===== src/hw/rtl/itap_pkg.sv =====
// Shared types, character constants and the digit-to-character function.
package itap_pkg;

    typedef enum logic [1:0] {
        KIND_UDEC   = 2'd0,
        KIND_HEX_LO = 2'd1,
        KIND_HEX_UP = 2'd2,
        KIND_SDEC   = 2'd3
    } kind_t;

    typedef enum logic [1:0] {
        ST_IDLE,
        ST_CONVERT,
        ST_SIGN,
        ST_EMIT
    } state_t;

    typedef struct packed {
        logic load;
        logic step;
        logic put_sign;
        logic put_digit;
        logic advance;
    } itap_cmd_t;

    typedef struct packed {
        logic in_dec;
        logic last_step;
        logic neg;
        logic emit_now;
        logic at_last;
        logic out_free;
    } itap_status_t;

    localparam logic [7:0] CHAR_ZERO    = 8'd48;
    localparam logic [7:0] CHAR_MINUS   = 8'd45;
    localparam logic [7:0] CHAR_UPPER_A = 8'd65;
    localparam logic [7:0] CHAR_LOWER_A = 8'd97;
    localparam logic [3:0] DIGIT_TEN    = 4'd10;

    function automatic logic [7:0] digit_char(input logic [3:0] d, input logic upper);
        logic [7:0] alpha;
        alpha = upper ? CHAR_UPPER_A : CHAR_LOWER_A;
        if (d >= DIGIT_TEN)
        begin
            return alpha + {4'd0, d - DIGIT_TEN};
        end
        return CHAR_ZERO + {4'd0, d};
    endfunction

endpackage


===== src/hw/rtl/itap_in_if.sv =====
// Input channel interface: conversion kind, value and pad width.
interface itap_in_if #(
    parameter int VALUE_WIDTH = 64
);
    logic                   valid;
    logic                   ready;
    logic [1:0]             kind;
    logic [VALUE_WIDTH-1:0] value;
    logic [5:0]             pad_width;

    modport source (output valid, output kind, output value, output pad_width, input ready);
    modport sink   (input valid, input kind, input value, input pad_width, output ready);
endinterface


===== src/hw/rtl/itap_out_if.sv =====
// Output channel interface: one ASCII character and its end-of-run mark.
interface itap_out_if;
    logic       valid;
    logic       ready;
    logic [7:0] char_out;
    logic       last;

    modport source (output valid, output char_out, output last, input ready);
    modport sink   (input valid, input char_out, input last, output ready);
endinterface


===== src/hw/rtl/itap_ctrl.sv =====
// Controller state machine: sequences load, conversion, sign and character emission.
module itap_ctrl (
    input  logic                 clk,
    input  logic                 rst_n,
    input  logic                 in_valid,
    output logic                 in_ready,
    input  itap_pkg::itap_status_t status,
    output itap_pkg::itap_cmd_t    cmd
);
    import itap_pkg::*;

    state_t state_reg;
    state_t state_next;

    always_ff @(posedge clk or negedge rst_n)
    begin
        if (!rst_n)
        begin
            state_reg <= ST_IDLE;
        end
        else
        begin
            state_reg <= state_next;
        end
    end

    always_comb
    begin
        state_next = state_reg;
        cmd        = '0;
        in_ready   = 1'b0;
        case (state_reg)
            ST_IDLE:
            begin
                in_ready = 1'b1;
                if (in_valid)
                begin
                    cmd.load   = 1'b1;
                    state_next = status.in_dec ? ST_CONVERT : ST_EMIT;
                end
            end
            ST_CONVERT:
            begin
                cmd.step = 1'b1;
                if (status.last_step)
                begin
                    state_next = status.neg ? ST_SIGN : ST_EMIT;
                end
            end
            ST_SIGN:
            begin
                if (status.out_free)
                begin
                    cmd.put_sign = 1'b1;
                    state_next   = ST_EMIT;
                end
            end
            ST_EMIT:
            begin
                // Suppressed leading zeros are skipped without touching the output.
                if (!status.emit_now)
                begin
                    cmd.advance = 1'b1;
                end
                else if (status.out_free)
                begin
                    cmd.put_digit = 1'b1;
                    cmd.advance   = 1'b1;
                    if (status.at_last)
                    begin
                        state_next = ST_IDLE;
                    end
                end
            end
            default:
            begin
                state_next = ST_IDLE;
            end
        endcase
    end

endmodule


===== src/hw/rtl/itap_datapath.sv =====
// Datapath: magnitude and sign, BCD conversion, digit store and output register.
module itap_datapath #(
    parameter int VALUE_WIDTH = 64,
    parameter int MAX_PAD     = 63
) (
    input  logic                   clk,
    input  logic                   rst_n,
    input  itap_pkg::itap_cmd_t    cmd,
    output itap_pkg::itap_status_t status,
    input  logic [1:0]             kind,
    input  logic [VALUE_WIDTH-1:0] value,
    input  logic [5:0]             pad_width,
    input  logic                   out_ready,
    output logic                   out_valid,
    output logic [7:0]             char_out,
    output logic                   last
);
    import itap_pkg::*;

    localparam int HEX_DIG = (VALUE_WIDTH + 3) / 4;
    localparam int SH_W    = HEX_DIG * 4;
    localparam int STEPS   = HEX_DIG;
    localparam int DEC_DIG = (VALUE_WIDTH * 30103 + 99999) / 100000;
    localparam int NDIG    = (DEC_DIG > HEX_DIG) ? DEC_DIG : HEX_DIG;
    localparam int ST_W    = NDIG * 4;
    localparam int STEP_W  = (STEPS > 1) ? $clog2(STEPS) : 1;
    localparam logic [5:0] POS_NDIG  = 6'(NDIG);
    localparam logic [5:0] PAD_LIMIT = 6'(MAX_PAD);

    logic [ST_W-1:0]   store_reg;
    logic [ST_W-1:0]   store_next;
    logic [SH_W-1:0]   shift_reg;
    logic [SH_W-1:0]   shift_next;
    logic [STEP_W-1:0] step_reg;
    logic [STEP_W-1:0] step_next;
    logic [5:0]        pos_reg;
    logic [5:0]        pos_next;
    logic [5:0]        pad_reg;
    logic [5:0]        pad_next;
    logic              seen_reg;
    logic              seen_next;
    logic              neg_reg;
    logic              neg_next;
    logic              upper_reg;
    logic              upper_next;
    logic              out_valid_reg;
    logic              out_valid_next;
    logic [7:0]        char_reg;
    logic [7:0]        char_next;
    logic              last_reg;
    logic              last_next;

    kind_t             kind_in;
    logic              in_dec;
    logic              in_neg;
    logic [31:0]       mag32;
    logic [SH_W-1:0]   load_shift;
    logic [5:0]        pad_sat;
    logic [5:0]        pos_start;
    logic [3:0]        top_digit;
    logic [3:0]        cur_digit;
    logic              in_store;
    logic              emit_now;
    logic [ST_W-1:0]   dab_store;
    logic [SH_W-1:0]   dab_shift;

    // Load-time decode of the incoming item.
    always_comb
    begin
        kind_in    = kind_t'(kind);
        in_dec     = (kind_in == KIND_UDEC) || (kind_in == KIND_SDEC);
        in_neg     = (kind_in == KIND_SDEC) && value[31];
        mag32      = in_neg ? (~value[31:0] + 32'd1) : value[31:0];
        load_shift = (kind_in == KIND_SDEC) ? SH_W'(mag32) : SH_W'(value);
        pad_sat    = (pad_width > PAD_LIMIT) ? PAD_LIMIT : pad_width;
        pos_start  = (pad_sat > POS_NDIG) ? (pad_sat - 6'd1) : (POS_NDIG - 6'd1);
    end

    // Four double-dabble bit steps per cycle: add three to every digit above four, then shift.
    always_comb
    begin
        dab_store = store_reg;
        dab_shift = shift_reg;
        for (int j = 0; j < 4; j++)
        begin
            for (int d = 0; d < NDIG; d++)
            begin
                if (dab_store[d*4 +: 4] >= 4'd5)
                begin
                    dab_store[d*4 +: 4] = dab_store[d*4 +: 4] + 4'd3;
                end
            end
            {dab_store, dab_shift} = {dab_store[ST_W-2:0], dab_shift, 1'b0};
        end
    end

    // Position counts down over the printed field; positions at or above the store are padding.
    always_comb
    begin
        top_digit = store_reg[ST_W-1 -: 4];
        in_store  = (pos_reg < POS_NDIG);
        cur_digit = in_store ? top_digit : 4'd0;
        emit_now  = !in_store || seen_reg || (pos_reg < pad_reg) ||
                    (top_digit != 4'd0) || (pos_reg == 6'd0);
    end

    always_comb
    begin
        store_next     = store_reg;
        shift_next     = shift_reg;
        step_next      = step_reg;
        pos_next       = pos_reg;
        pad_next       = pad_reg;
        seen_next      = seen_reg;
        neg_next       = neg_reg;
        upper_next     = upper_reg;
        out_valid_next = out_valid_reg;
        char_next      = char_reg;
        last_next      = last_reg;

        if (cmd.load)
        begin
            store_next = in_dec ? '0 : ST_W'(load_shift);
            shift_next = load_shift;
            step_next  = '0;
            pos_next   = pos_start;
            pad_next   = pad_sat;
            seen_next  = 1'b0;
            neg_next   = in_neg;
            upper_next = (kind_in == KIND_HEX_UP);
        end
        if (cmd.step)
        begin
            store_next = dab_store;
            shift_next = dab_shift;
            step_next  = step_reg + STEP_W'(1);
        end
        if (cmd.advance)
        begin
            if (in_store)
            begin
                store_next = {store_reg[ST_W-5:0], 4'd0};
            end
            pos_next  = pos_reg - 6'd1;
            seen_next = seen_reg || emit_now;
        end

        if (cmd.put_sign)
        begin
            out_valid_next = 1'b1;
            char_next      = CHAR_MINUS;
            last_next      = 1'b0;
        end
        else if (cmd.put_digit)
        begin
            out_valid_next = 1'b1;
            char_next      = digit_char(cur_digit, upper_reg);
            last_next      = (pos_reg == 6'd0);
        end
        else if (out_ready)
        begin
            out_valid_next = 1'b0;
        end
    end

    always_ff @(posedge clk or negedge rst_n)
    begin
        if (!rst_n)
        begin
            out_valid_reg <= 1'b0;
            step_reg      <= '0;
            pos_reg       <= '0;
            seen_reg      <= 1'b0;
        end
        else
        begin
            out_valid_reg <= out_valid_next;
            step_reg      <= step_next;
            pos_reg       <= pos_next;
            seen_reg      <= seen_next;
        end
    end

    always_ff @(posedge clk)
    begin
        store_reg <= store_next;
        shift_reg <= shift_next;
        pad_reg   <= pad_next;
        neg_reg   <= neg_next;
        upper_reg <= upper_next;
        char_reg  <= char_next;
        last_reg  <= last_next;
    end

    assign status.in_dec    = in_dec;
    assign status.last_step = (step_reg == STEP_W'(STEPS - 1));
    assign status.neg       = neg_reg;
    assign status.emit_now  = emit_now;
    assign status.at_last   = (pos_reg == 6'd0);
    assign status.out_free  = !out_valid_reg || out_ready;

    assign out_valid = out_valid_reg;
    assign char_out  = char_reg;
    assign last      = last_reg;

endmodule


===== src/hw/rtl/integer_to_ascii_padded_top.sv =====
// Top level: integer to padded ASCII text converter, one character per output item.
// Sequence: a load, double-dabble conversion of the value (decimal kinds only), a
// sign character when negative, then one digit position after another, max(pad, 20) at VALUE_WIDTH 64.
// A new item is taken only once the run of the last one is done; output stalls hold the
// emission.
// Reset: rst_n asynchronously clears the state machine and output valid; no clearing pass.
module integer_to_ascii_padded_top #(
    parameter int VALUE_WIDTH = 64,
    parameter int MAX_PAD     = 63
) (
    input logic     clk,
    input logic     rst_n,
    itap_in_if.sink in_ch,
    itap_out_if.source out_ch
);
    import itap_pkg::*;

    itap_cmd_t    cmd;
    itap_status_t status;
    logic         in_ready;

    itap_ctrl u_ctrl (
        .clk      (clk),
        .rst_n    (rst_n),
        .in_valid (in_ch.valid),
        .in_ready (in_ready),
        .status   (status),
        .cmd      (cmd)
    );

    itap_datapath #(
        .VALUE_WIDTH (VALUE_WIDTH),
        .MAX_PAD     (MAX_PAD)
    ) u_datapath (
        .clk       (clk),
        .rst_n     (rst_n),
        .cmd       (cmd),
        .status    (status),
        .kind      (in_ch.kind),
        .value     (in_ch.value),
        .pad_width (in_ch.pad_width),
        .out_ready (out_ch.ready),
        .out_valid (out_ch.valid),
        .char_out  (out_ch.char_out),
        .last      (out_ch.last)
    );

    assign in_ch.ready = in_ready;

    // An accepted item takes the block out of idle, so input ready is low right after the accept.
    a_busy_after_accept: assert property (@(posedge clk) disable iff (!rst_n)
        in_ch.valid && in_ch.ready |=> !in_ch.ready)
        else $error("input ready right after an accepted item");

    // A character that is not the end of its run means the item is still in progress.
    a_no_accept_mid_run: assert property (@(posedge clk) disable iff (!rst_n)
        out_ch.valid && !out_ch.last |-> !in_ch.ready)
        else $error("input ready while an item's run is unfinished");

    // The minus sign always leads a run and is never its final character.
    a_sign_not_last: assert property (@(posedge clk) disable iff (!rst_n)
        out_ch.valid && (out_ch.char_out == CHAR_MINUS) |-> !out_ch.last)
        else $error("minus sign marked as last character");

endmodule

===== src/flat_wrapper.sv =====
// flat-port wrapper written by rule: the top's interface ports become plain ports
module integer_to_ascii_padded_top_flat import itap_pkg::*;
#(
    parameter int VALUE_WIDTH = 64,
    parameter int MAX_PAD     = 63
)
  (clk, rst_n, in_ch_valid, in_ch_kind, in_ch_value, in_ch_pad_width, in_ch_ready, out_ch_valid, out_ch_char_out, out_ch_last, out_ch_ready);
  itap_in_if #(.VALUE_WIDTH(VALUE_WIDTH)) in_ch_i ();
  itap_out_if out_ch_i ();
  input logic clk;
  input logic rst_n;
  input wire logic [$bits(in_ch_i.valid)-1:0] in_ch_valid;
  input wire logic [$bits(in_ch_i.kind)-1:0] in_ch_kind;
  input wire logic [$bits(in_ch_i.value)-1:0] in_ch_value;
  input wire logic [$bits(in_ch_i.pad_width)-1:0] in_ch_pad_width;
  output wire logic [$bits(in_ch_i.ready)-1:0] in_ch_ready;
  output wire logic [$bits(out_ch_i.valid)-1:0] out_ch_valid;
  output wire logic [$bits(out_ch_i.char_out)-1:0] out_ch_char_out;
  output wire logic [$bits(out_ch_i.last)-1:0] out_ch_last;
  input wire logic [$bits(out_ch_i.ready)-1:0] out_ch_ready;
  assign in_ch_i.valid = in_ch_valid;
  assign in_ch_i.kind = in_ch_kind;
  assign in_ch_i.value = in_ch_value;
  assign in_ch_i.pad_width = in_ch_pad_width;
  assign in_ch_ready = in_ch_i.ready;
  assign out_ch_valid = out_ch_i.valid;
  assign out_ch_char_out = out_ch_i.char_out;
  assign out_ch_last = out_ch_i.last;
  assign out_ch_i.ready = out_ch_ready;
  integer_to_ascii_padded_top #(.VALUE_WIDTH(VALUE_WIDTH), .MAX_PAD(MAX_PAD)) u_core (.clk(clk), .rst_n(rst_n), .in_ch(in_ch_i), .out_ch(out_ch_i));
endmodule

===== config.mk =====
export PLATFORM = sky130hd
export DESIGN_NAME = integer_to_ascii_padded_top_flat
export DESIGN_NICKNAME = d
export VERILOG_FILES = /design/src/hw/rtl/itap_pkg.sv /design/src/hw/rtl/itap_in_if.sv /design/src/hw/rtl/itap_out_if.sv /design/src/hw/rtl/itap_ctrl.sv /design/src/hw/rtl/itap_datapath.sv /design/src/hw/rtl/integer_to_ascii_padded_top.sv /design/src/flat_wrapper.sv
export SDC_FILE = /design/constraint.sdc
export NUM_CORES = 1
export LEC_CHECK = 0
export BUFFER_PORTS_ARGS = -buffer_cell sky130_fd_sc_hd__buf_2
export CAP_MARGIN = 20
export CELL_PAD_IN_SITES_DETAIL_PLACEMENT = 0
export CELL_PAD_IN_SITES_GLOBAL_PLACEMENT = 1
export CORE_MARGIN = 3
export CORE_UTILIZATION = 47
export CTS_CLUSTER_SIZE = 24
export DETAILED_ROUTE_END_ITERATION = 10
export PLACE_DENSITY = 0.91
export SETUP_SLACK_MARGIN = 0.02
export SYNTH_ARGS = -nofsm -noshare
export SYNTH_HDL_FRONTEND = slang
export SYNTH_HIERARCHICAL = 1
export SYNTH_SLANG_ARGS = --single-unit

===== constraint.sdc =====
create_clock -name clk -period 3.81 [get_ports clk]
set_input_delay 0.762 -clock clk [delete_from_list [all_inputs] [get_ports clk]]
set_output_delay 0.762 -clock clk [all_outputs]
set_load 0.03 [all_outputs]

; ---- Word level (Yosys, flattened, before mapping)
; Cells that the tools add are included.
[word_totals]
out_inout_bits = 11
input_bits = 76
wordCells = 342
regBits = 175
[op_classes]
add_sub_neg = 87
bitwise = 1
reduce_logical = 18
n_eq_ne = 12
n_lt_le_gt_ge = 85
n_mux = 126
[ops]
columns = cell, count
row1 = $ge 4x3->1 const B, 80
row2 = $mux 80, 4
row3 = $mux 4, 79
row4 = $add 4x2->4 const B, 76
row5 = $mux 64, 4
row6 = $add 32x1->32 const B, 1
row7 = $mux 32, 1
row8 = $not 32->32, 1
row9 = $mux 6, 5
row10 = $mux 2, 9
row11 = $mux 1, 17
row12 = $mux 8, 2
row13 = $add 3x2->3 const B, 4
row14 = $mux 3, 4
row15 = $sub 6x1->6 const B, 2
row16 = $add 7x4->8, 1
row17 = $eq 2x2->1 const B, 4
row18 = $ne 2x1->1 const B, 4
row19 = $pmux 2 s4, 1
row20 = $add 6x4->7 const A, 1
row21 = $logic_or 1x1->1, 7
row22 = $gt 6x5->1 const B, 1
row23 = $gt 6x6->1 const B, 1
row24 = $logic_not 6->1, 1
row25 = 15 further kinds, 19

; ---- Logic depth before layout (Yosys ltp)
[logic_depth]
ltp_word = 11
depth_mapped = 19
mapped_depth_nobuf = 19

; ---- Modules after synthesis
; Netlist, hierarchy kept.
[by_module_without_submodules]
columns = mod, n_inst, seq_area_each_um2, area_per_inst_um2, cells_per_inst
row1 = itap_datapath, 1, 4184.0, 15900.2, 2008
row2 = itap_ctrl, 1, 50.0, 266.5, 25

; ---- Least setup slack after synthesis
; OpenSTA, ideal clock, no wires.
[synth_path]
kind = reg2reg
startpoint = reg u_core.u_datapath.store_reg[40]
endpoint = reg u_core.u_datapath.store_reg[45]
path_slack_ps = 408
path_buffers = 0
required_ps = 3734
arrival_time_ps = 3326
period_less_slack_ps = 3402
stages_incl_launch_ff = 18
setup_ps = 76
path_cell_list = dfxtp_1 inv_1 ha_1 nor2b_1 or3_1 nand2_1 ha_1 o21bai_1 a211oi_1 nor2_1 inv_1 ha_1 nor4_1 a221oi_1 o32a_1 or2_2 mux2_2 o22ai_1
[synth_via]
elab_chain_len = 11
word_cells_on_any_way = 21
classes_between = add/sub (6) / order compare (6) / mux (9)
[synth_rtl]
columns = element, line_no
row1 = "start, declared", itap_datapath.sv:30  ; logic [ST_W-1:0] store_reg;
row2 = "start signal, assigned", itap_datapath.sv:186  ; store_reg <= store_next;
row3 = $add 4x2->4 / $ge 4x3->1 (equally long branches), "itap_datapath.sv:90, itap_datapath.sv:88"
row4 = $mux 4 *, itap_datapath.sv:88  ; if (dab_store[d*4 +: 4] >= 4'd5)
row5 = $add 4x2->4 / $ge 4x3->1 (equally long branches), "itap_datapath.sv:90, itap_datapath.sv:88"
row6 = $mux 4, itap_datapath.sv:88
row7 = $add 4x2->4 / $ge 4x3->1 (equally long branches), "itap_datapath.sv:90, itap_datapath.sv:88"
row8 = $mux 4, itap_datapath.sv:88
row9 = $add 4x2->4 / $ge 4x3->1 (equally long branches), "itap_datapath.sv:90, itap_datapath.sv:88"
row10 = $mux 4 *, itap_datapath.sv:88
row11 = $mux 80 *, itap_datapath.sv:132  ; if (cmd.step)
row12 = $mux 80, itap_datapath.sv:140  ; if (in_store)
row13 = $mux 80 *, itap_datapath.sv:138  ; if (cmd.advance)
row14 = named net u_core.u_datapath.store_next[45], itap_datapath.sv:31  ; logic [ST_W-1:0] store_next;
; The timed path passes the listed nets; every way through them passes the cells marked *.
; A chain may end at the register's enable or synchronous reset.

; ---- Worst setup path in the final report
[layout_path]
startpoint = reg u_core.u_datapath.store_reg[73]
endpoint = reg u_core.u_datapath.store_reg[78]
[layout_via]
elab_chain_len = 11
word_cells_on_any_way = 21
classes_between = add/sub (6) / order compare (6) / mux (9)
[layout_rtl]
columns = element, line_no
row1 = $add 4x2->4 / $ge 4x3->1 (equally long branches), "itap_datapath.sv:90, itap_datapath.sv:88"
row2 = $mux 4 *, itap_datapath.sv:88
row3 = $add 4x2->4 (tied with other cells), itap_datapath.sv:90  ; dab_store[d*4 +: 4] = dab_store[d*4 +: 4] + 4'd3;
row4 = $mux 4 / $mux 3 (equally long branches), itap_datapath.sv:88
row5 = $add 4x2->4 (tied with other cells), itap_datapath.sv:90
row6 = $mux 4 / $mux 3 (equally long branches), itap_datapath.sv:88
row7 = $ge 4x3->1 / $add 3x2->3 (equally long branches), "itap_datapath.sv:88, itap_datapath.sv:90"
row8 = $mux 3 *, itap_datapath.sv:88
row9 = $mux 80 *, itap_datapath.sv:132
row10 = $mux 80, itap_datapath.sv:140
row11 = $mux 80 *, itap_datapath.sv:138
row12 = named net u_core.u_datapath.store_next[78], itap_datapath.sv:31
; Marks and branches as above.

==> flow_summary.json <==
{
  "status": "completed",
  "vias": 15800,
  "drc_errors": 0,
  "cpPeakStageDelay_ns": 0.38,
  "finalSetupTns_ns": 0,
  "r2r_cells": 19,
  "cp_top_family": "compound AO/OA/AOI/OAI gates",
  "first_pass_iters": 5,
  "worstPathArrival_ns": 4.03,
  "root_buffer": "clkbuf_16",
  "fmax_mhz": 272,
  "yosys.area.top_type": "edfxtp_1",
  "syn_avg_cell_area_sq_um": 7.95,
  "path_clk_slew_ns": 0.07,
  "via_per_inst": 6.14,
  "synth_top_cell_area_share_pct": 12.6,
  "numCtsBuffers": 17,
  "synth.net_count": 2211,
  "clock_path_buffers": 2,
  "cpMostUsedCell": "ha_1",
  "grt_overflow": 0,
  "final_common_cell": "o21ai_0",
  "required_ns": 4.17,
  "grt_pass1_vias": 14300,
  "final_util_pct": 54.1,
  "finalSetupViolations": 0,
  "fin_skew_ns": 0.0148,
  "synth_flop_cell": "dfxtp_1",
  "ys_ff_latch": 174,
  "dieWidth_um": 191,
  "final_cell_mix": "197 x o21ai_0, 177 x nor2_1, 156 x a21oi_1",
  "cts-hold-fix-buffers": 0,
  "finalCritPeriodShare_pct": 96.4,
  "num_rows": 67,
  "seq_area_frac_synth_pct": 26.2,
  "clkLatencyLatePin_ns": 0.44,
  "htree_levels": 4,
  "cts_tree": "done",
  "wl_per_cell_um": 17.2,
  "final_nets": 2280,
  "grt_pass1_wl_um": 70100,
  "coreArea_sq_um": 33700,
  "area_growth_pct": 12.7,
  "min_period_ns": 3.67,
  "slew_viol_final": 0,
  "drive_gt1_share_pct": 15.6,
  "initial_core_util_pct": 48.0,
  "dieArea_sq_um": 36700,
  "path_class": "reg2reg",
  "worst_pin_slew_ns": 0.821,
  "drt_iter0_drc": 988,
  "antenna_found_initial": 1,
  "hold_path.class": "in2async",
  "fin_cells": 2564,
  "globalplace.congestion": 0.845,
  "synth_area_sq_um": 16200,
  "slew_headroom_pct": 45.3,
  "yosysWarnings": 6,
  "r2r_start": "u_core/u_datapath/store_reg[73]",
  "reg2reg_to": "u_core/u_datapath/store_reg[78]",
  "syn_inst": 2033,
  "fp.dieH_um": 191,
  "cp_max_fo": 5,
  "rrSetupSlack_ns": 0.14,
  "endpoint_kind": "flip-flop",
  "cp-start-kind": "flip-flop",
  "dp_hpwl_um": 32200,
  "numPortBuffers": 85,
  "ys_types": 89,
  "cap_viol_max_count": 0,
  "ant_nets": 0,
  "finalWirelength_um": 44100,
  "grt_max_degree": 69,
  "netlist_top_cells_area": "edfxtp_1 13%, dfxtp_1 11%, ha_1 7.9%",
  "finalHoldViolations": 0,
  "num_io_pins": 87,
  "cpMaxStageDelayCell": "dfxtp_1",
  "crit_chain": "inv_1, ha_1, nand2b_1, nor2b_1, mux2i_2, inv_1, ha_1, o21ai_0, a2bb2oi_2, inv_1, ha_1, o21ai_0, a21oi_1, a31oi_2, ha_1, nand2b_1, a21bo_2, mux2_2, o22ai_1",
  "grt_usage_pct": 22.9,
  "clock_sinks": 174,
  "async_flop_share_pct": 8.05,
  "n_fill_cell": 3132,
  "cp_num_buf_inv": 3,
  "synth-edff-count": 68,
  "largest_reg_flops": 80,
  "dp.cells": 2526
}
## stage by stage
| step | cell area (sq um) | worst slack [ns] | hold WS [ns] |
|---|---|---|---|
| CTS | 17800 | 0.0425 | 0.217 |
| global route | 18200 | -0.0687 | 0.226 |
| global placement | 17200 | 0.200 | 0.442 |
| detailed placement | 17200 | 0.0682 | 0.459 |
| floorplan | 16200 | 0.408 | 0.437 |
| finish | 18200 | 0.139 | 0.233 |
## cell usage after synthesis, types with 11 or more instances
master	instances
and2_1	17
nand2b_1	39
xor2_1	43
nor3_1	26
a21oi_1	167
clkbuf_1	74
nor2_1	179
o22ai_1	44
a22o_1	35
o211ai_1	13
nor2b_1	27
a31oi_1	56
nand3_1	32
dfxtp_1	92
nor3b_1	25
mux2_2	39
a211oi_1	32
o221ai_1	22
a221oi_1	34
inv_1	132
o31ai_1	24
xnor2_1	71
mux2i_1	53
dfrtp_1	14
o21ai_0	199
o21ai_1	14
a21o_1	18
a211o_1	11
o21a_1	21
ha_1	102
nand2_1	125
edfxtp_1	68
## area by class of cell
cell class	instances	area (sq um)	area share [%]
inverter	133	499	2.74
multi-input combinational	1634	11400	62.7
clock inverter	15	195	1.07
clock buffer	17	425	2.34
antenna	1	2.50	0.0137
sequential	174	4250	23.3
tap	448	561	3.08
timing repair buffer	142	866	4.75
## worst max-delay path by stage
stage	endpoint	slack, ns	cells past startpoint	startpoint
finish	u_core/u_datapath/store_reg[78]	0.14	19	u_core/u_datapath/store_reg[73]
global route	u_core/u_datapath/store_reg[78]	-0.07	19	u_core/u_datapath/store_reg[73]
CTS	u_core/u_datapath/store_reg[78]	0.04	17	u_core/u_datapath/store_reg[77]
detailed placement	u_core/u_datapath/store_reg[78]	0.07	17	u_core/u_datapath/store_reg[77]
global placement	u_core/u_datapath/store_reg[45]	0.20	17	u_core/u_datapath/store_reg[45]
floorplan	u_core/u_datapath/store_reg[45]	0.41	17	u_core/u_datapath/store_reg[40]
## kinds of logic after synthesis
kind of cell             synth area share, %
AO/OA/AOI/OAI                           31.7
XOR/XNOR                                6.35
adder cells (fa/ha/maj)                 7.89
buffers and inverters                   5.38
flip-flops                              26.2
multiplexers                            6.00
other                                 0.0232
AND/OR/NAND/NOR                         16.5
## per-layer routing
layer	share of wire (%)	up-vias	global-route usage (%)
met3	4.7	61	2.66
met2	49	422	39.7
met5	0.030	-	0
met1	45	7575	30.2
met4	1.8	2	6.18
li1	-	7693	-
## repair_timing
item,CTS,global route
hold endpoints to repair,0,0
resized for setup,0,71
setup buffers,0,5
endpoints found under the setup margin,0,43
Power is not shown: default switching activity piles up to over one toggle a cycle in this logic, so the estimate is an artifact.
